### config.mk
export PLATFORM = sky130hd
export DESIGN_NAME = tlv_wire_stream_parser
export DESIGN_NICKNAME = d
export VERILOG_FILES = /design/src/hw/rtl/tlvp_pkg.sv /design/src/hw/rtl/tlvp_ram.sv /design/src/hw/rtl/tlv_wire_stream_parser.sv
export SDC_FILE = /design/constraint.sdc
export NUM_CORES = 1
export LEC_CHECK = 0
export ABC_AREA = 1
export BUFFER_PORTS_ARGS = -buffer_cell sky130_fd_sc_hd__buf_2
export CELL_PAD_IN_SITES_DETAIL_PLACEMENT = 0
export CELL_PAD_IN_SITES_GLOBAL_PLACEMENT = 1
export CORE_UTILIZATION = 27
export CTS_CLUSTER_SIZE = 40
export DETAILED_ROUTE_END_ITERATION = 8
export PLACE_DENSITY_LB_ADDON = 0.1
export SYNTH_ARGS = -nofsm -noshare
export SYNTH_HDL_FRONTEND = slang
export SYNTH_SLANG_ARGS = --single-unit
### constraint.sdc
create_clock -name clk -period 11.9 [get_ports clk]
set_input_delay 1.19 -clock clk [delete_from_list [all_inputs] [get_ports clk]]
set_output_delay 1.19 -clock clk [all_outputs]
set_load 0.01 [all_outputs]
### src/hw/rtl/tlvp_pkg.sv
// Shared types, codes and tables for the tag/length/value stream parser.
package tlvp_pkg;

  localparam int MAX_DEPTH_DEF = 8;

  // Parser phases, one-hot
  typedef enum logic [6:0] {
    PH_KEY     = 7'b0000001,
    PH_KEYCONT = 7'b0000010,
    PH_LEN     = 7'b0000100,
    PH_FLAG    = 7'b0001000,
    PH_VALUE   = 7'b0010000,
    PH_DONE    = 7'b0100000,
    PH_ERR     = 7'b1000000
  } phase_t;

  // Token kinds
  localparam logic [2:0] KIND_KEY     = 3'd0;
  localparam logic [2:0] KIND_VALUE   = 3'd1;
  localparam logic [2:0] KIND_LENGTH  = 3'd2;
  localparam logic [2:0] KIND_FLAG    = 3'd3;
  localparam logic [2:0] KIND_END     = 3'd4;
  localparam logic [2:0] KIND_IGNORED = 3'd5;

  // Error codes
  localparam logic [2:0] ERR_NONE     = 3'd0;
  localparam logic [2:0] ERR_BAD_TYPE = 3'd1;
  localparam logic [2:0] ERR_BAD_FLAG = 3'd2;
  localparam logic [2:0] ERR_DEEP     = 3'd3;
  localparam logic [2:0] ERR_LONG     = 3'd4;
  localparam logic [2:0] ERR_LIMIT    = 3'd5;
  localparam logic [2:0] ERR_TOP_KEY  = 3'd6;
  localparam logic [2:0] ERR_EXTRA    = 3'd7;

  // Field types and special bytes
  localparam logic [3:0] TYPE_LAST_BASE = 4'd9;
  localparam logic [3:0] FTYPE_ARRAY    = 4'd10;
  localparam logic [3:0] FTYPE_OBJECT   = 4'd11;
  localparam logic [7:0] BYTE_END       = 8'h7F;
  localparam logic [7:0] BYTE_OBJ_ELEM  = 8'h02;
  localparam logic [3:0] FLAG_BASE_NIB  = 4'h1;
  localparam logic [2:0] MAX_GROUPS     = 3'd4;

  // Stack entry: array-element flag plus elements left
  typedef struct packed {
    logic        is_elem;
    logic [31:0] left;
  } level_t;

  // Byte width of a base type
  function automatic logic [3:0] base_width(input logic [3:0] t);
    logic [3:0] w;
    case (t)
      4'd0, 4'd1: w = 4'd1;
      4'd2, 4'd3: w = 4'd2;
      4'd4, 4'd5, 4'd8: w = 4'd4;
      default: w = 4'd8;
    endcase
    return w;
  endfunction

endpackage

### src/hw/rtl/tlvp_ram.sv
// Generic single-write, single-read RAM with registered read data.
module tlvp_ram #(
  parameter int WIDTH = 8,
  parameter int DEPTH = 8
) (
  input  logic                                clk,
  input  logic                                we,
  input  logic [(DEPTH > 1 ? $clog2(DEPTH) : 1)-1:0] waddr,
  input  logic [WIDTH-1:0]                    wdata,
  input  logic [(DEPTH > 1 ? $clog2(DEPTH) : 1)-1:0] raddr,
  output logic [WIDTH-1:0]                    rdata
);

  logic [WIDTH-1:0] mem [DEPTH];

  always_ff @(posedge clk) begin
    if (we) begin
      mem[waddr] <= wdata;
    end
    rdata <= mem[raddr];
  end

endmodule

### src/hw/rtl/tlv_wire_stream_parser.sv
// Top level of the schema-free tag/length/value byte stream parser.
//
// Input channel (in_valid/in_ready) carries one stream byte plus a
// frame_start mark per transaction. Each byte yields exactly one result
// transaction (out_valid/out_ready) classifying it and reporting decoded
// field number, type, array length, nesting depth, running sum and status.
// The result is registered at the edge that accepts the byte. Throughput
// is one byte per cycle while the receiver does not stall; the per-byte
// update is register logic plus a stack RAM with registered read data whose
// read is prefetched at the entry below the cached top of stack.
// The object stack lives in a RAM of MAX_DEPTH entries; the top entry is
// mirrored in flip-flops so closing a level needs no wait.
// When the receiver stalls, the result holds and in_ready drops until the
// result transaction completes; a byte is taken in the same cycle the
// waiting result leaves.
// Reset (rst, synchronous) empties the output, sets the limit register to
// all ones and puts the parser in the top-key phase. The stack needs no
// clearing pass: frame_start empties it and entries are written before read.
// The cfg channel writes stream_limit and is always ready.
module tlv_wire_stream_parser #(
  parameter int MAX_DEPTH = tlvp_pkg::MAX_DEPTH_DEF
) (
  input  logic        clk,
  input  logic        rst,
  input  logic        cfg_valid,
  output logic        cfg_ready,
  input  logic [31:0] cfg_data,
  input  logic        in_valid,
  output logic        in_ready,
  input  logic [7:0]  data_byte,
  input  logic        frame_start,
  output logic        out_valid,
  input  logic        out_ready,
  output logic [2:0]  token_kind,
  output logic [7:0]  value_byte,
  output logic [31:0] field_number,
  output logic [3:0]  field_type,
  output logic [31:0] array_length,
  output logic [3:0]  nest_depth,
  output logic        token_last,
  output logic [31:0] byte_sum,
  output logic        frame_done,
  output logic [2:0]  error_code
);

  localparam int AW = (MAX_DEPTH > 1) ? $clog2(MAX_DEPTH) : 1;
  localparam int PW = $clog2(MAX_DEPTH + 1);
  localparam logic [PW-1:0] LP_MAX = PW'(MAX_DEPTH);
  localparam logic [PW-1:0] LP_ONE = PW'(1);
  localparam logic [PW-1:0] LP_TWO = PW'(2);

  // Parser state
  tlvp_pkg::phase_t ph, ph_next;
  logic [PW-1:0] lp, lp_next;
  logic          top_elem, top_elem_next;
  logic [31:0]   top_left, top_left_next;
  logic [31:0]   acc, acc_next;
  logic [2:0]    cnt, cnt_next;
  logic [2:0]    klb, klb_next;
  logic [3:0]    ctype, ctype_next;
  logic [3:0]    vbl, vbl_next;
  logic [31:0]   bel, bel_next;
  logic [3:0]    ew, ew_next;
  logic [31:0]   pos, pos_next;
  logic [31:0]   sum, sum_next;
  logic          done, done_next;
  logic [2:0]    err, err_next;
  logic [31:0]   stream_limit;

  // Effective state after frame_start
  tlvp_pkg::phase_t ph_c;
  logic [PW-1:0] lp_c;
  logic [31:0]   pos_c, sum_c;
  logic          done_c;
  logic [2:0]    err_c;

  // Stack RAM
  logic                  mem_we;
  logic [AW-1:0]         mem_waddr, mem_raddr;
  tlvp_pkg::level_t      mem_wdata, mem_rdata;
  logic [PW-1:0]         rd_lp;

  // Per-byte result
  logic [2:0]  k;
  logic [3:0]  ft;
  logic        lst;
  logic [2:0]  er;
  logic [31:0] fn, al;
  logic        push_req, push_elem, fin;
  logic [31:0] push_cnt, grp, v_left, b_left;
  logic [3:0]  v;
  logic        accept;

  assign accept    = in_valid && in_ready;
  assign in_ready  = !out_valid || out_ready;
  assign cfg_ready = 1'b1;

  // Prefetch the entry under the top of stack
  assign rd_lp     = accept ? lp_next : lp;
  assign mem_raddr = (rd_lp >= LP_TWO) ? AW'(rd_lp - LP_TWO) : '0;

  tlvp_ram #(
    .WIDTH ($bits(tlvp_pkg::level_t)),
    .DEPTH (MAX_DEPTH)
  ) u_stack (
    .clk   (clk),
    .we    (mem_we),
    .waddr (mem_waddr),
    .wdata (mem_wdata),
    .raddr (mem_raddr),
    .rdata (mem_rdata)
  );

  // Next-state logic for one byte
  always_comb begin
    ph_c   = frame_start ? tlvp_pkg::PH_KEY : ph;
    lp_c   = frame_start ? '0 : lp;
    pos_c  = frame_start ? '0 : pos;
    sum_c  = frame_start ? '0 : sum;
    done_c = frame_start ? 1'b0 : done;
    err_c  = frame_start ? tlvp_pkg::ERR_NONE : err;

    ph_next       = ph_c;
    lp_next       = lp_c;
    top_elem_next = top_elem;
    top_left_next = top_left;
    acc_next      = frame_start ? '0 : acc;
    cnt_next      = frame_start ? '0 : cnt;
    klb_next      = frame_start ? '0 : klb;
    ctype_next    = frame_start ? '0 : ctype;
    vbl_next      = frame_start ? '0 : vbl;
    bel_next      = frame_start ? '0 : bel;
    ew_next       = frame_start ? '0 : ew;
    pos_next      = pos_c;
    sum_next      = sum_c;
    done_next     = done_c;
    err_next      = err_c;

    mem_we    = 1'b0;
    mem_waddr = '0;
    mem_wdata = '0;

    k         = tlvp_pkg::KIND_IGNORED;
    ft        = '0;
    lst       = 1'b0;
    er        = tlvp_pkg::ERR_NONE;
    fn        = '0;
    al        = '0;
    push_req  = 1'b0;
    push_elem = 1'b0;
    push_cnt  = '0;
    fin       = 1'b0;
    grp       = 32'({25'd0, data_byte[6:0]}) << (7 * cnt_next);
    v         = vbl_next;
    v_left    = bel_next;
    b_left    = bel_next;

    unique case (ph_c)
      tlvp_pkg::PH_KEY: begin
        if (lp_c != '0 && data_byte == tlvp_pkg::BYTE_END) begin
          k   = tlvp_pkg::KIND_END;
          lst = 1'b1;
          // close the top level
          if (top_elem && top_left > 32'd1) begin
            top_left_next = top_left - 32'd1;
            mem_we        = 1'b1;
            mem_waddr     = AW'(lp_c - LP_ONE);
            mem_wdata     = '{is_elem: 1'b1, left: top_left - 32'd1};
          end else begin
            lp_next = lp_c - LP_ONE;
            if (lp_c != LP_ONE) begin
              top_elem_next = mem_rdata.is_elem;
              top_left_next = mem_rdata.left;
            end else begin
              done_next = 1'b1;
              ph_next   = tlvp_pkg::PH_DONE;
            end
          end
        end else if (data_byte[3:0] > tlvp_pkg::FTYPE_OBJECT) begin
          er = tlvp_pkg::ERR_BAD_TYPE;
        end else begin
          ctype_next = data_byte[3:0];
          klb_next   = data_byte[6:4];
          acc_next   = '0;
          cnt_next   = '0;
          k          = tlvp_pkg::KIND_KEY;
          ft         = data_byte[3:0];
          if (data_byte[7]) begin
            ph_next = tlvp_pkg::PH_KEYCONT;
          end else begin
            lst = 1'b1;
            fin = 1'b1;
          end
        end
      end
      tlvp_pkg::PH_KEYCONT: begin
        if (data_byte[7] && cnt_next >= tlvp_pkg::MAX_GROUPS) begin
          er = tlvp_pkg::ERR_LONG;
        end else begin
          acc_next = acc_next | grp;
          cnt_next = cnt_next + 3'd1;
          k        = tlvp_pkg::KIND_KEY;
          ft       = ctype_next;
          if (!data_byte[7]) begin
            lst = 1'b1;
            fin = 1'b1;
          end
        end
      end
      tlvp_pkg::PH_LEN: begin
        if (data_byte[7] && cnt_next >= tlvp_pkg::MAX_GROUPS) begin
          er = tlvp_pkg::ERR_LONG;
        end else begin
          acc_next = acc_next | grp;
          cnt_next = cnt_next + 3'd1;
          k        = tlvp_pkg::KIND_LENGTH;
          if (!data_byte[7]) begin
            lst      = 1'b1;
            al       = acc_next;
            bel_next = acc_next;
            ph_next  = tlvp_pkg::PH_FLAG;
          end
        end
      end
      tlvp_pkg::PH_FLAG: begin
        k   = tlvp_pkg::KIND_FLAG;
        lst = 1'b1;
        if (data_byte[3:0] == tlvp_pkg::FLAG_BASE_NIB &&
            data_byte[7:4] <= tlvp_pkg::TYPE_LAST_BASE) begin
          if (bel_next == '0) begin
            ph_next = tlvp_pkg::PH_KEY;
          end else begin
            ew_next  = tlvp_pkg::base_width(data_byte[7:4]);
            vbl_next = tlvp_pkg::base_width(data_byte[7:4]);
            ph_next  = tlvp_pkg::PH_VALUE;
          end
        end else if (data_byte == tlvp_pkg::BYTE_OBJ_ELEM) begin
          if (bel_next == '0) begin
            ph_next = tlvp_pkg::PH_KEY;
          end else begin
            push_req  = 1'b1;
            push_elem = 1'b1;
            push_cnt  = bel_next;
          end
        end else begin
          er = tlvp_pkg::ERR_BAD_FLAG;
        end
      end
      tlvp_pkg::PH_VALUE: begin
        if (vbl_next == ew_next &&
            ({1'b0, pos_c} + 33'(ew_next)) > {1'b0, stream_limit}) begin
          er = tlvp_pkg::ERR_LIMIT;
        end else begin
          k = tlvp_pkg::KIND_VALUE;
          if (v != '0) begin
            v = v - 4'd1;
          end
          if (v == '0) begin
            lst = 1'b1;
            if (b_left != '0) begin
              b_left = b_left - 32'd1;
            end
            v_left = b_left;
            if (b_left == '0) begin
              ph_next = tlvp_pkg::PH_KEY;
            end else begin
              v = ew_next;
            end
          end
          vbl_next = v;
          bel_next = v_left;
        end
      end
      tlvp_pkg::PH_DONE: begin
        er = tlvp_pkg::ERR_EXTRA;
      end
      tlvp_pkg::PH_ERR: begin
      end
      default: begin
      end
    endcase

    // last key byte: field number and type action
    if (fin) begin
      fn = {acc_next[28:0], klb_next};
      if (lp_c == '0) begin
        if (ctype_next != tlvp_pkg::FTYPE_OBJECT || fn != '0) begin
          er = tlvp_pkg::ERR_TOP_KEY;
        end else begin
          push_req = 1'b1;
        end
      end else if (ctype_next <= tlvp_pkg::TYPE_LAST_BASE) begin
        ew_next  = tlvp_pkg::base_width(ctype_next);
        vbl_next = tlvp_pkg::base_width(ctype_next);
        bel_next = 32'd1;
        ph_next  = tlvp_pkg::PH_VALUE;
      end else if (ctype_next == tlvp_pkg::FTYPE_ARRAY) begin
        acc_next = '0;
        cnt_next = '0;
        ph_next  = tlvp_pkg::PH_LEN;
      end else begin
        push_req = 1'b1;
      end
    end

    // open a level
    if (push_req) begin
      if (lp_c >= LP_MAX) begin
        er = tlvp_pkg::ERR_DEEP;
      end else begin
        mem_we        = 1'b1;
        mem_waddr     = AW'(lp_c);
        mem_wdata     = '{is_elem: push_elem, left: push_cnt};
        top_elem_next = push_elem;
        top_left_next = push_cnt;
        lp_next       = lp_c + LP_ONE;
        ph_next       = tlvp_pkg::PH_KEY;
      end
    end

    // error and consumption
    if (er != tlvp_pkg::ERR_NONE) begin
      err_next = er;
      ph_next  = tlvp_pkg::PH_ERR;
    end
    if (er != tlvp_pkg::ERR_NONE || ph_c == tlvp_pkg::PH_ERR) begin
      k   = tlvp_pkg::KIND_IGNORED;
      fn  = '0;
      ft  = '0;
      al  = '0;
      lst = 1'b0;
    end else begin
      pos_next = pos_c + 32'd1;
      sum_next = sum_c + 32'(data_byte);
    end

    if (!accept) begin
      mem_we = 1'b0;
    end
  end

  // Control registers
  always_ff @(posedge clk) begin
    if (rst) begin
      ph           <= tlvp_pkg::PH_KEY;
      lp           <= '0;
      acc          <= '0;
      cnt          <= '0;
      klb          <= '0;
      ctype        <= '0;
      vbl          <= '0;
      bel          <= '0;
      ew           <= '0;
      pos          <= '0;
      sum          <= '0;
      done         <= 1'b0;
      err          <= tlvp_pkg::ERR_NONE;
      stream_limit <= '1;
      out_valid    <= 1'b0;
    end else begin
      if (cfg_valid && cfg_ready) begin
        stream_limit <= cfg_data;
      end
      if (accept) begin
        ph    <= ph_next;
        lp    <= lp_next;
        acc   <= acc_next;
        cnt   <= cnt_next;
        klb   <= klb_next;
        ctype <= ctype_next;
        vbl   <= vbl_next;
        bel   <= bel_next;
        ew    <= ew_next;
        pos   <= pos_next;
        sum   <= sum_next;
        done  <= done_next;
        err   <= err_next;
      end
      if (accept) begin
        out_valid <= 1'b1;
      end else if (out_ready) begin
        out_valid <= 1'b0;
      end
    end
  end

  // Cached top of stack and result register
  always_ff @(posedge clk) begin
    if (accept) begin
      top_elem     <= top_elem_next;
      top_left     <= top_left_next;
      token_kind   <= k;
      value_byte   <= data_byte;
      field_number <= fn;
      field_type   <= ft;
      array_length <= al;
      nest_depth   <= 4'(lp_next);
      token_last   <= lst;
      byte_sum     <= sum_next;
      frame_done   <= done_next;
      error_code   <= err_next;
    end
  end

endmodule

======== After elaboration in Yosys (flattened, before gate mapping) ========
Memory sizes are Yosys's and may differ from the RTL's. A register that Yosys moved wholly into a read port is not among the register bits.
Cells that the tools add are included.
storage, ports and cells
  flip-flop bits (word level) ............. 347
  RAM bits ................................ 264
  input bits .............................. 46
  output and inout port bits .............. 123
  logic and storage cells ................. 287
  memories ................................ 1
memories
  memory       depth  width  rd ports  clocked after memory_dff  wr ports  line            text
  u_stack.mem  8      33     1         1                         1         tlvp_ram.sv:14  logic [WIDTH-1:0] mem [DEPTH];
operators by class
  add/sub/neg operators ................... 10
  multipliers ............................. 1
  order comparisons ....................... 8
  equal/unequal tests ..................... 26
  shift-type cells ........................ 1
  muxes and demuxes ....................... 179
  bitwise gates (word level) .............. 3
  reduce and logical (&&, ||, !) cells .... 31
operators with widths
  cell                   number
  $mux 32                34
  $mux 33                5
  $mux 7                 21
  $mux 4                 33
  $pmux 32 s2            2
  $mux 3                 32
  $logic_not 32->1       2
  $reduce_bool 32->1     2
  $sub 32x1->32 const B  2
  $mux 1                 39
  $add 32x4->33          1
  $gt 33x32->1           1
  $add 32x1->32 const B  1
  $add 32x8->32          1
  $gt 32x1->1 const B    1
  $or 32x32->32          1
  $shl 7x6->32           1
  $pmux 3 s5             2
  $pmux 7 s4             1
  $pmux 4 s3             2
  $eq 4x2->1 const B     4
  $eq 4x3->1 const B     4
  $logic_not 4->1        4
  $pmux 4 s2             2
  other kinds (39)       61

======== Longest topological paths before layout ========
Gate-level depths: netlist of the first run.
  depth in word-level cells ............... 22
  mapped depth ............................ 43
  gate-level depth less buffers ........... 38

======== By module ========
Synthesis of the first run repeated with hierarchy kept, for this count alone.
unflattened totals
  cell total of the unflattened synthesis .. 4,722
  area, all modules ....................... 35,610.4 um^2
modules (own cells, without submodules)
  module                  instances  cells an instance  area each (um^2)  seq. area each (um^2)
  tlv_wire_stream_parser  1          3,530              23,383.7          8,478.1
  tlvp_ram                1          1,192              12,226.7          8,588.2

======== Least setup slack after synthesis of the first run ========
No wires, ideal clock.
  path kind ............................... in2reg
  start ................................... input out_ready
  end ..................................... register array_length[0] (enable)
  setup time .............................. 0.577 ns
  data arrival time ....................... 5.919 ns
  required time ........................... 11.323 ns
  path slack .............................. 5.404 ns
  stages .................................. 5
  path buffers ............................ 1
  cells stage by stage .................... inv_1 nand2_1 nand2_1 inv_2 buf_1
on the way
  word-level cells in the longest chain between the ends .. 2
RTL lines
  what                  line                           text
  start, declared       tlv_wire_stream_parser.sv:33   input logic out_ready,
  $logic_or 1x1->1      tlv_wire_stream_parser.sv:95   assign in_ready = !out_valid || out_ready;
  via in_ready          tlv_wire_stream_parser.sv:29   output logic in_ready,
  $logic_and 1x1->1     tlv_wire_stream_parser.sv:94   assign accept = in_valid && in_ready;
  via accept            tlv_wire_stream_parser.sv:92   logic accept;
  end signal, assigned  tlv_wire_stream_parser.sv:396  array_length <= al;
  end, declared         tlv_wire_stream_parser.sv:38   output logic [31:0] array_length,
The timed path passes the listed nets, and every way through them passes these cells.
A chain may end at the register's enable or synchronous reset.

======== Worst setup path after layout of the first run ========
  start ................................... input frame_start
  end ..................................... register sum[12]
on the way
  word-level cells in the longest chain between the ends .. 16
  elaborated cells on any way between the ends .. 73
  classes of those cells .................. add/sub: 2; mul: 1; order compare: 4; eq/ne: 10; shift: 1; mux: 43; bitwise: 1; reduce/logical: 11
RTL lines
  what                                                                    line                           text
  start, declared                                                         tlv_wire_stream_parser.sv:31   input logic frame_start,
  parallel branches: the longest is 15 deep, another holds $add 32x4->33  --
  $mux 32 (*)                                                             tlv_wire_stream_parser.sv:326  if (er != tlvp_pkg::ERR_NONE || ph_c == tlvp_pkg::PH_ERR) begin
  via sum_next[12]                                                        tlv_wire_stream_parser.sv:65   logic [31:0] sum, sum_next;
  end signal, assigned                                                    tlv_wire_stream_parser.sv:375  sum <= sum_next;
  end, declared                                                           tlv_wire_stream_parser.sv:65
Mark *: on every way through the listed nets, which the timed path passes.

==> key figures, run 1 <==
Run status
  – Status: complete, no violations

Synth
  – Number of synthesized flops with an enable pin: 417
  – Synth area leaders: edfxtp_1, dfxtp_1, nand2_1
  – YS warnings: 0
  – Dominant cell type by area after synthesis: edfxtp_1
  – Post-synthesis cell type count: 67
  – Post-synth ARST share: 0%
  – Mean Syn Cell Area: 7.79 um2
  – Synth top cells by count: nand2_1, inv_1, nor2_1
  – Top-count cell post-synth: nand2_1
  – Syn Nets: 4,656
  – Post-Syn Instances: 4,556
  – Top cell type's share of synthesized area: 35.3%
  – Register area share after synthesis: 48.1%
  – Top FF cell, synth: edfxtp_1
  – Syn Std Cell Area: 35,500 um2
  – Synth Register Bits: 644

STA
  – Worst Max-Slew Pin Slew: 1.30 ns
  – Highest Clock Rate: 0.135 GHz
  – Final-report setup violation count: 0
  – Max Clock Skew: 0.0337 ns
  – Final period utilization: 62.3%
  – Worst setup margin: 4.49 ns
  – Total Neg Setup Slack: 0 ns
  – Fin. Hold Viols: 0
  – RSZ-0062 raised after global routing: false
  – Pins Over Slew Limit: 0
  – Max_slew headroom: 12.5%
  – Tmin final: 7.41 ns

Layout
  – Layout cell share with drive strength beyond 1: 9.38%
  – Post-layout util: 31.2%
  – Area Overhead vs Synth: 14.1%
  – Nets@finish: 4,753

Routing
  – Number of iterations in the first detailed-routing pass: 5
  – WL per Instance: 20.1 um
  – ANT nets after route: 0
  – DRC: 0
  – Routed WL: 130,000 um
  – Vias: 29,900
  – Via density: 4.63
  – Iter 0 DRT Violations: 2,085

Critical path
  – Crit Path Category: primary input to register
  – Crit Path Max Fanout: 95
  – R2R depth: 30
  – CP required: 12.52 ns
  – Crit. End Element: register
  – Reg2reg setup slack: 5.39 ns
  – CP max stage delay: 0.82 ns
  – Reg2reg end: sum[12]$_SDFFE_PP0P_
  – Max stage delay cell, worst path: buf_4
  – Worst r2r src: ew[1]$_SDFFE_PP0P_
  – CP Launch Type: primary input
  – Worst Path Arrival: 8.03 ns

CTS
  – Clock buffers created by TritonCTS: 81
  – Post-CTS setup buffers: 0
  – Hold-fix buffers, CTS: 0
  – Clock insertion delay at the later pin of the skew report: 0.70 ns
  – H-tree depth: 3
  – CTS tree: done
  – CTS clk-pin slew, worst paths: 0.05 ns
  – Post_cts resized: 0
  – Clock buffer depth: 3
  – Sink Count: 644
  – CTS Root Cell: clkbuf_16

Global routing
  – Grt total ovfl: 0
  – Grt met3 use: 2.79%
  – Number of global-route vias before repair: 29,200
  – GR Layer Usage met1: 27.1%
  – First-pass GRT wire length: 194,000 um
  – Most Used Layer, Global Route: met2
  – Largest net degree at the start of global routing: 118
  – Grt met2 use: 31.9%
  – Initial antenna violation count: 5
  – Gr usage total: 19.5%

Floorplan
  – Die Y: 365 um
  – Starting Density: 27.3%
  – Core ar.: 130,000 um2
  – Top Ports: 169
  – Die area: 133,000 um2
  – Std-Cell Rows: 132
  – Die X: 365 um

Power
  – Peak VDD IR: 0.000110 V
  – Pleak: 17.4 nW
  – Pwr Density: 141 nW/um2

Job
  – Max cap viols: 0

Place
  – IO buf count: 167
  – HPWL Detailed: 86,300 um
  – RePlAce Congestion: 0.826
  – Pre-CTS setup slack: 3.69 ns

Hold path
  – Hold Path Class: register to register
  – Hold Path End: pos[24]$_SDFFE_PP0P_
  – HP Start: pos[24]$_SDFFE_PP0P_
  – Hold Path Depth: 2
==> per-stage QoR <==
stage	hold WS (ns)	instances	power, mW	cell area, um2
2_1_floorplan	0.435	4556	3.09	35500
3_3_place_gp	0.453	6312	3.37	37900
3_5_place_dp	0.455	6312	3.37	37900
4_1_cts	0.465	6464	5.81	40500
5_1_grt	0.474	6464	5.97	40500
6_report	0.462	6465	5.71	40500
==> where the power goes <==
group          total, mW  leakage (nW)  switching, mW  internal, mW
Clock               2.40          1.25           1.05          1.35
Combinational      0.772          11.0          0.566         0.205
Sequential          2.54          5.23         0.0668          2.47
==> layout make-up <==
| cell class | count | area (um2) |
|---|---|---|
| Tap cell | 1742 | 2180 |
| Multi-Input combinational cell | 2994 | 14800 |
| Clock buffer | 105 | 2180 |
| Clock inverter | 47 | 385 |
| Timing Repair Buffer | 220 | 1250 |
| Antenna cell | 1 | 2.50 |
| Inverter | 712 | 2680 |
| Sequential cell | 644 | 17100 |
| Fill cell | 14100 | 89500 |
==> worst max path at each step <==
| stage | start | endpoint | slack (ns) | cells past startpoint |
|---|---|---|---|---|
| detailed placement | frame_start | pos[4]$_SDFFE_PP0P_ | 3.69 | 29 |
| global route | frame_start | sum[10]$_SDFFE_PP0P_ | 3.77 | 30 |
| CTS | frame_start | sum[12]$_SDFFE_PP0P_ | 4.45 | 30 |
| global placement | frame_start | u_stack.rdata[26]$_DFF_P_ | 3.90 | 30 |
| finish | frame_start | sum[12]$_SDFFE_PP0P_ | 4.49 | 30 |
| floorplan | out_ready | array_length[0]$_SDFFCE_PP0P_ | 5.40 | 5 |
==> registers in the layout, summed over array words and instances, names as in the netlist, 7 cells and up <==
register,flops
acc,32
array_length,32
bel,32
byte_sum,32
field_number,32
ph,7
pos,32
stream_limit,32
sum,32
top_left,32
u_stack.mem,264
u_stack.rdata,33
value_byte,8
==> worst max-delay path, delay by kind of cell <==
kind                     cells  cell delay [ns]
AO/OA/AOI/OAI                7             1.19
XOR/XNOR                     1             0.18
adder cells (fa/ha/maj)      1             0.27
buffers and inverters        5             1.80
AND/OR/NAND/NOR             16             3.29
==> metal layers <==
| metal | share of wire [%] | vias to the layer above | routed length, um |
|---|---|---|---|
| met1 | 48 | 14200 | 62600 |
| met4 | 1.5 | 2 | 1940 |
| met5 | 0.010 | - | 13 |
| met2 | 47 | 535 | 60600 |
| met3 | 3.9 | 128 | 5050 |
| li1 | - | 15100 | - |
==> cells by family (layout without fill, tap and decap cells) <==
kind of cell	Yosys count	after routing	share of synthesized area, %
AO/OA/AOI/OAI	779	779	12.4
flip-flops	644	644	48.1
XOR/XNOR	121	121	2.99
adder cells (fa/ha/maj)	54	54	1.92
other	1	2	0.0106
multiplexers	1	1	0.0317
AND/OR/NAND/NOR	2038	2038	24.0
buffers and inverters	918	1084	10.6
==> cell usage in the layout (no fill, tap or decap), drive strengths merged, types with 9 or more instances in the layout <==
cell type / instances
o22ai: 40
dfxtp: 227
nand2: 1212
nand4: 39
o211ai: 77
clkinv: 47
o221ai: 11
a221oi: 9
clkbuf: 105
a31oi: 10
buf: 220
ha: 53
nor2: 430
xnor2: 19
a21oi: 278
nor4: 28
edfxtp: 417
nor3: 56
a21o: 17
nand3: 259
inv: 705
o21ai: 306
xor2: 102
Note: power is estimated with default switching activity, not from simulation.
==> run 2: changes to the inputs <==
- clock period: 11.9 -> 6.73 ns (I/O delays scaled with it)
==> run 2 against run 1 <==
Compared with the run above:
- core utilization rose by 0.46 points
- die area stayed put
- worst setup slack got worse by 3.2 ns
- first-iteration DRC count down 0.14%
- cell count increased by 0.57%
- total power up 83%
- worst hold slack worse by 0.26 ns
- wire length rose by 0.77%
- combinational power grew 84%
- critical path type is now register to register
- critical endpoint is now pos[4]$_SDFFE_PP0P_
- largest power group is now the clock network
==> key figures, run 2 (same netlist as run 1, synthesis figures left out) <==
Critical path
  – Worst r2r src: pos[1]$_SDFFE_PP0P_
  – CP Launch Type: register
  – CP required: 7.31 ns (-5.21 ns)
  – R2R depth: 29 (-3.3%)
  – CP max stage delay: 0.41 ns (-0.41 ns)
  – Reg2reg setup slack: 1.30 ns (-4.09 ns)
  – Top cell by count, worst path: nand2_1
  – Crit. End Element: register
  – Crit Path Max Fanout: 98 (+3.2%)
  – Max stage delay cell, worst path: dfxtp_1
  – Worst Path Arrival: 6.01 ns (-2.02 ns)
  – Crit Path Category: register to register
  – Reg2reg end: pos[4]$_SDFFE_PP0P_

Floorplan
  – Core ar.: 130,000 um2 (unchanged)
  – Die X: 365 um (unchanged)
  – Die Y: 365 um (unchanged)
  – Top Ports: 169 (unchanged)
  – Die area: 133,000 um2 (unchanged)
  – Std-Cell Rows: 132 (unchanged)
  – Starting Density: 27.3% (unchanged)

CTS
  – Clock buffers created by TritonCTS: 82 (+1.2%)
  – Sink Count: 644 (unchanged)
  – Post_cts resized: 0 (unchanged)
  – CTS tree: done
  – Post-CTS setup buffers: 0 (unchanged)
  – H-tree depth: 3 (unchanged)
  – Hold-fix buffers, CTS: 0 (unchanged)
  – Clock buffer depth: 3 (unchanged)
  – CTS clk-pin slew, worst paths: 0.06 ns (about the same)
  – Clock insertion delay at the later pin of the skew report: 0.71 ns (about the same)
  – CTS Root Cell: clkbuf_16

Global routing
  – Largest net degree at the start of global routing: 99 (-16%)
  – First-pass GRT wire length: 195,000 um (+0.49%)
  – Gr usage total: 19.6% (+0.14 points)
  – Grt total ovfl: 0 (unchanged)
  – Initial antenna violation count: 6 (+1)
  – Number of global-route vias before repair: 29,100 (-0.25%)

Hold path
  – Hold Path End: stream_limit[7]$_SDFFE_PP1P_
  – Hold Path Class: primary input to register
  – HP Start: cfg_data[7]
  – Hold Path Depth: 3 (+1)

Layout
  – Max reg flops: 264 (unchanged)
  – Layout cell share with drive strength beyond 1: 10.1% (+0.75 points)
  – Most frequent cells in the layout: nand2_1, inv_1, edfxtp_1
  – Most common cell after layout, fill and taps aside: nand2_1
  – Finished Layout Cells: 6,502 (+0.57%)
  – Area Overhead vs Synth: 15.8%
  – Top flop regs: u_stack.mem: 264 flops, u_stack.rdata: 33 flops
  – Register name with the most flops: u_stack.mem
  – Fillers: 14,100 (-0.37%)
  – Nets@finish: 4,789 (+0.76%)

STA
  – Pins Over Slew Limit: 0 (unchanged)
  – Worst Max-Slew Pin Slew: 1.21 ns (-0.0907 ns)
  – Tmin final: 5.43 ns
  – Final-report setup violation count: 0 (unchanged)
  – Fin. Hold Viols: 0 (unchanged)
  – Max_slew headroom: 19.2% (+6.7 points)
  – Final period utilization: 80.7%
  – Max Clock Skew: 0.0484 ns (+0.0147 ns)
  – Highest Clock Rate: 0.184 GHz
  – RSZ-0062 raised after global routing: false
  – Worst setup margin: 1.30 ns (-3.19 ns)
  – Total Neg Setup Slack: 0 ns (unchanged)

Power
  – Peak VDD IR: 0.000180 V (+64%)
  – Pleak: 17.8 nW (+1.9%)
  – Pwr Density: 254 nW/um2 (+80%)

Routing
  – Number of iterations in the first detailed-routing pass: 6 (+1)
  – Via density: 4.64 (+0.42%)
  – DRC: 0 (unchanged)
  – ANT nets after route: 0 (unchanged)
  – Routed WL: 131,000 um (+0.77%)
  – WL per Instance: 20.2 um (+0.20%)
  – Vias: 30,200 (+0.99%)
  – Iter 0 DRT Violations: 2,082 (-0.14%)

Run status
  – Status: complete, no violations

Job
  – Max cap viols: 0 (unchanged)

Place
  – Dpl cells: 6,347 (+0.55%)
  – IO buf count: 167 (unchanged)
  – HPWL Detailed: 89,300 um (+3.5%)
  – RePlAce Congestion: 0.847 (+2.5%)
  – Pre-CTS setup slack: 0.650 ns (-3.04 ns)
[run 2: cell count changes in the layout (fill, tap and decap cells not counted), moves of 3 or more]
cell,delta
buf_4,+24
buf_12,+11
clkinv_1,-6
bufinv_16,+5
clkbuf_1,+3
clkinv_8,-3
[run 2: critical path, delay by kind of cell, from the launching register on]
family                     cells  cell delay (ns)
and+or+nand+nor               18             2.64
AOI/OAI and AO/OA              5             1.10
buffers and inverters          3             0.53
adders and majority gates      2             0.46
DFF                            1             0.41
xor gates and xnor gates       1             0.16
[run 2: layout make-up]
class                   count  area [um2]  area share, %
well taps                1742        2180           5.30
clock inverters            43         528           1.28
inverters                 712        2680           6.53
diodes                      1        2.50        0.00609
clock buffers             111        2240           5.45
multi-input cells        2994       14700           35.9
repair buffers            255        1660           4.03
flip-flops and latches    644       17100           41.5
[run 2: worst max path at each step]
| stage | start | end | depth (start not counted) |
|---|---|---|---|
| 2_1_floorplan | out_ready | array_length[0]$_SDFFCE_PP0P_ | 5 |
| 3_3_place_gp | frame_start | pos[6]$_SDFFE_PP0P_ | 31 |
| 3_5_place_dp | frame_start | pos[5]$_SDFFE_PP0P_ | 31 |
| 4_1_cts | pos[1]$_SDFFE_PP0P_ | pos[4]$_SDFFE_PP0P_ | 29 |
| 5_1_grt | pos[1]$_SDFFE_PP0P_ | sum[25]$_SDFFE_PP0P_ | 31 |
| 6_report | pos[1]$_SDFFE_PP0P_ | pos[4]$_SDFFE_PP0P_ | 29 |
[run 2: power breakdown]
part	internal, mW	switching [mW]
Sequential	4.37	0.102
Clock	2.64	1.90
Combinational	0.384	1.03
Total	7.39	3.04
[run 2: metal layers]
metal  share of wire, %  global-route usage, %  up-vias
li1                   -                      -    15200
met1                 48                   27.2    14400
met2                 46                   32.0      554
met3                3.8                   2.52      121
met4                1.8                   5.04        2
met5             0.0053                      0        -
[run 2: through the flow]
| stage | utilization [%] | area [um2] | power, mW | hold WS (ns) |
|---|---|---|---|---|
| 2_1_floorplan | - | 35500 | 5.47 | 0.435 |
| 3_3_place_gp | 29.5 | 38300 | 6.00 | 0.452 |
| 3_5_place_dp | 29.5 | 38300 | 5.99 | 0.456 |
| 4_1_cts | 31.6 | 41100 | 10.6 | 0.148 |
| 5_1_grt | 31.6 | 41100 | 10.9 | 0.195 |
| 6_report | 31.6 | 41100 | 10.4 | 0.200 |
==> run 3: changes to the inputs <==
- clock period: 6.73 -> 4.4 ns (I/O delays scaled with it)
==> run 3 against run 2 <==
Compared with the run above:
- the run now ends with negative setup slack left
- cell count is 8.7% higher
- clock skew is 0.0094 ns lower
- clock power rose by 67%
- worst hold slack lost 0.023 ns
- register-to-register slack got worse by 1.4 ns
- total power up 66%
- global-route usage grew 0.66 points
- critical path type unchanged
- critical endpoint is now field_number[2]$_SDFFCE_PP0P_
- highest routed layer is now met4
==> key figures, run 3 (same netlist as run 1, synthesis figures left out) <==
Run status
  – Status: finished, violations left
  – Failing checks: negative setup slack

Routing
  – Vias: 32,100 (+6.1%)
  – WL per Instance: 19.3 um (-4.2%)
  – ANT nets after route: 0 (unchanged)
  – Iter 0 DRT Violations: 2,091 (+0.43%)
  – Number of iterations in the first detailed-routing pass: 5 (-1)
  – DRC: 0 (unchanged)
  – Via density: 4.53 (-2.4%)
  – Routed WL: 137,000 um (+4.2%)

Floorplan
  – Die X: 365 um (unchanged)
  – Top Ports: 169 (unchanged)
  – Starting Density: 27.3% (unchanged)
  – Std-Cell Rows: 132 (unchanged)
  – Core ar.: 130,000 um2 (unchanged)
  – Die Y: 365 um (unchanged)
  – Die area: 133,000 um2 (unchanged)

Global routing
  – Number of global-route vias before repair: 31,500 (+8.2%)
  – Gr usage total: 20.3% (+0.66 points)
  – Initial antenna violation count: 1 (-5)
  – Largest net degree at the start of global routing: 172 (+74%)
  – Grt total ovfl: 0 (unchanged)
  – First-pass GRT wire length: 203,000 um (+4.2%)

Layout
  – Register name with the most flops: u_stack.mem
  – Area Overhead vs Synth: 32.4%
  – Finished Layout Cells: 7,069 (+8.7%)
  – Fillers: 13,700 (-2.7%)
  – Most frequent cells in the layout: nand2_1, inv_1, buf_4
  – Nets@finish: 5,357 (+12%)
  – Most common cell after layout, fill and taps aside: nand2_1
  – Layout cell share with drive strength beyond 1: 21.3% (+11 points)
  – Top flop regs: u_stack.mem: 264 flops, u_stack.rdata: 33 flops
  – Max reg flops: 264 (unchanged)

Job
  – Max cap viols: 0 (unchanged)

CTS
  – Clock buffer depth: 3 (unchanged)
  – CTS clk-pin slew, worst paths: 0.06 ns (about the same)
  – CTS tree: done
  – CTS Root Cell: clkbuf_16
  – Sink Count: 644 (unchanged)
  – Clock insertion delay at the later pin of the skew report: 0.71 ns (about the same)
  – Clock buffers created by TritonCTS: 83 (+1.2%)
  – H-tree depth: 3 (unchanged)

STA
  – Highest Clock Rate: 0.221 GHz (+20%)
  – Min Hold Slack: 0.178 ns (-0.0227 ns)
  – RSZ-0062 raised after global routing: true
  – Tmin final: 4.53 ns (-0.904 ns)
  – Fin. Hold Viols: 0 (unchanged)
  – Max Clock Skew: 0.0390 ns (-0.00940 ns)
  – Worst setup margin: -0.130 ns (-1.43 ns)
  – Worst Max-Slew Pin Slew: 1.22 ns (+0.00975 ns)
  – Total Neg Setup Slack: -5.44 ns (-5.44 ns)
  – Final-report setup violation count: 111 (+111)
  – Max_slew headroom: 18.0% (-1.3 points)
  – Pins Over Slew Limit: 0 (unchanged)
  – Final period utilization: 103% (+22 points)

Hold path
  – Hold Path Class: primary input to register

Place
  – Dpl cells: 6,853 (+8.0%)
  – RePlAce Congestion: 0.848 (+0.14%)
  – IO buf count: 167 (unchanged)
  – HPWL Detailed: 95,600 um (+7.0%)

Critical path
  – CP required: 4.83 ns (-2.48 ns)
  – CP max stage delay: 0.34 ns (-0.07 ns)
  – CP Launch Type: register
  – Top cell by count, worst path: nand2_1
  – Crit Path Category: register to register
  – Worst Path Arrival: 4.96 ns (-1.05 ns)
  – Max stage delay cell, worst path: dfxtp_2
  – Crit. End Element: register
  – Crit Path Max Fanout: 16 (-84%)

Power
  – Peak VDD IR: 0.000278 V (+54%)
  – Pwr Density: 368 nW/um2 (+45%)
  – Pleak: 20.9 nW (+18%)
-- run 3: area by class of cell --
type | instances | area (um2) | share of cell area, %
sequential | 644 | 17100 | 36.3
inverter | 712 | 2700 | 5.74
clock inverter | 52 | 821 | 1.75
antenna | 2 | 5.00 | 0.0106
multi-input combinational | 2995 | 15300 | 32.5
timing repair buffer | 821 | 6740 | 14.3
tap | 1742 | 2180 | 4.64
clock buffer | 101 | 2210 | 4.69
-- run 3: worst max-delay path, delay by kind of cell, from the launching register on --
| kind | cells | cell delay, ns |
|---|---|---|
| buffers and inverters | 7 | 0.83 |
| and+or+nand+nor | 21 | 2.25 |
| xor gates and xnor gates | 1 | 0.06 |
| adders and majority gates | 1 | 0.30 |
| DFF | 1 | 0.34 |
| AOI/OAI and AO/OA | 3 | 0.46 |
-- run 3: layer usage --
layer / GRT usage [%] / up-vias / wire [um]
met4: 4.23 / 0 / 2640
met2: 33.5 / 544 / 64000
met1: 28.0 / 15100 / 65300
met3: 2.84 / 149 / 4810
li1: - / 16300 / -
met5: 0 / - / 0
-- run 3: path summary, 6_finish.rpt --
kind | from | end | slack (ns) | cells past startpoint
setup / recovery | ew[2]$_SDFFE_PP0P_ | field_number[2]$_SDFFCE_PP0P_ | -0.13 | 33
hold / removal | data_byte[2] | value_byte[2]$_DFFE_PP_ | 0.18 | 2
setup reg to reg | ew[2]$_SDFFE_PP0P_ | field_number[2]$_SDFFCE_PP0P_ | -0.13 | 33
hold reg to reg | bel[7]$_SDFFE_PP0P_ | bel[7]$_SDFFE_PP0P_ | 0.46 | 2
-- run 3: where the power goes --
part	total [mW]	switching (mW)	internal [mW]
Clock	7.59	2.98	4.61
Combinational	2.87	1.77	1.10
Sequential	6.84	0.162	6.68
-- run 3: metrics by stage --
step | area [um2] | worst slack, ns | power, mW | util [%]
4_1_cts | 46200 | -0.0713 | 17.4 | 35.6
6_report | 47000 | -0.130 | 17.3 | 36.2
2_1_floorplan | 35600 | -0.542 | 8.38 | -
5_1_grt | 47000 | -0.486 | 18.0 | 36.2
3_5_place_dp | 42600 | -0.883 | 9.53 | 32.8
3_3_place_gp | 42600 | -0.847 | 9.55 | 32.8
-- run 3: timing repair --
| action | CTS | global route |
|---|---|---|
| pin swaps | 5 | 40 |
| setup buffers | 6 | 9 |
| hold endpoints to repair | 32 | 0 |
| endpoints found under the setup margin | 160 | 437 |
| resized for setup | 42 | 154 |
| gates cloned | 4 | 10 |
| hold buffers | 32 | 0 |
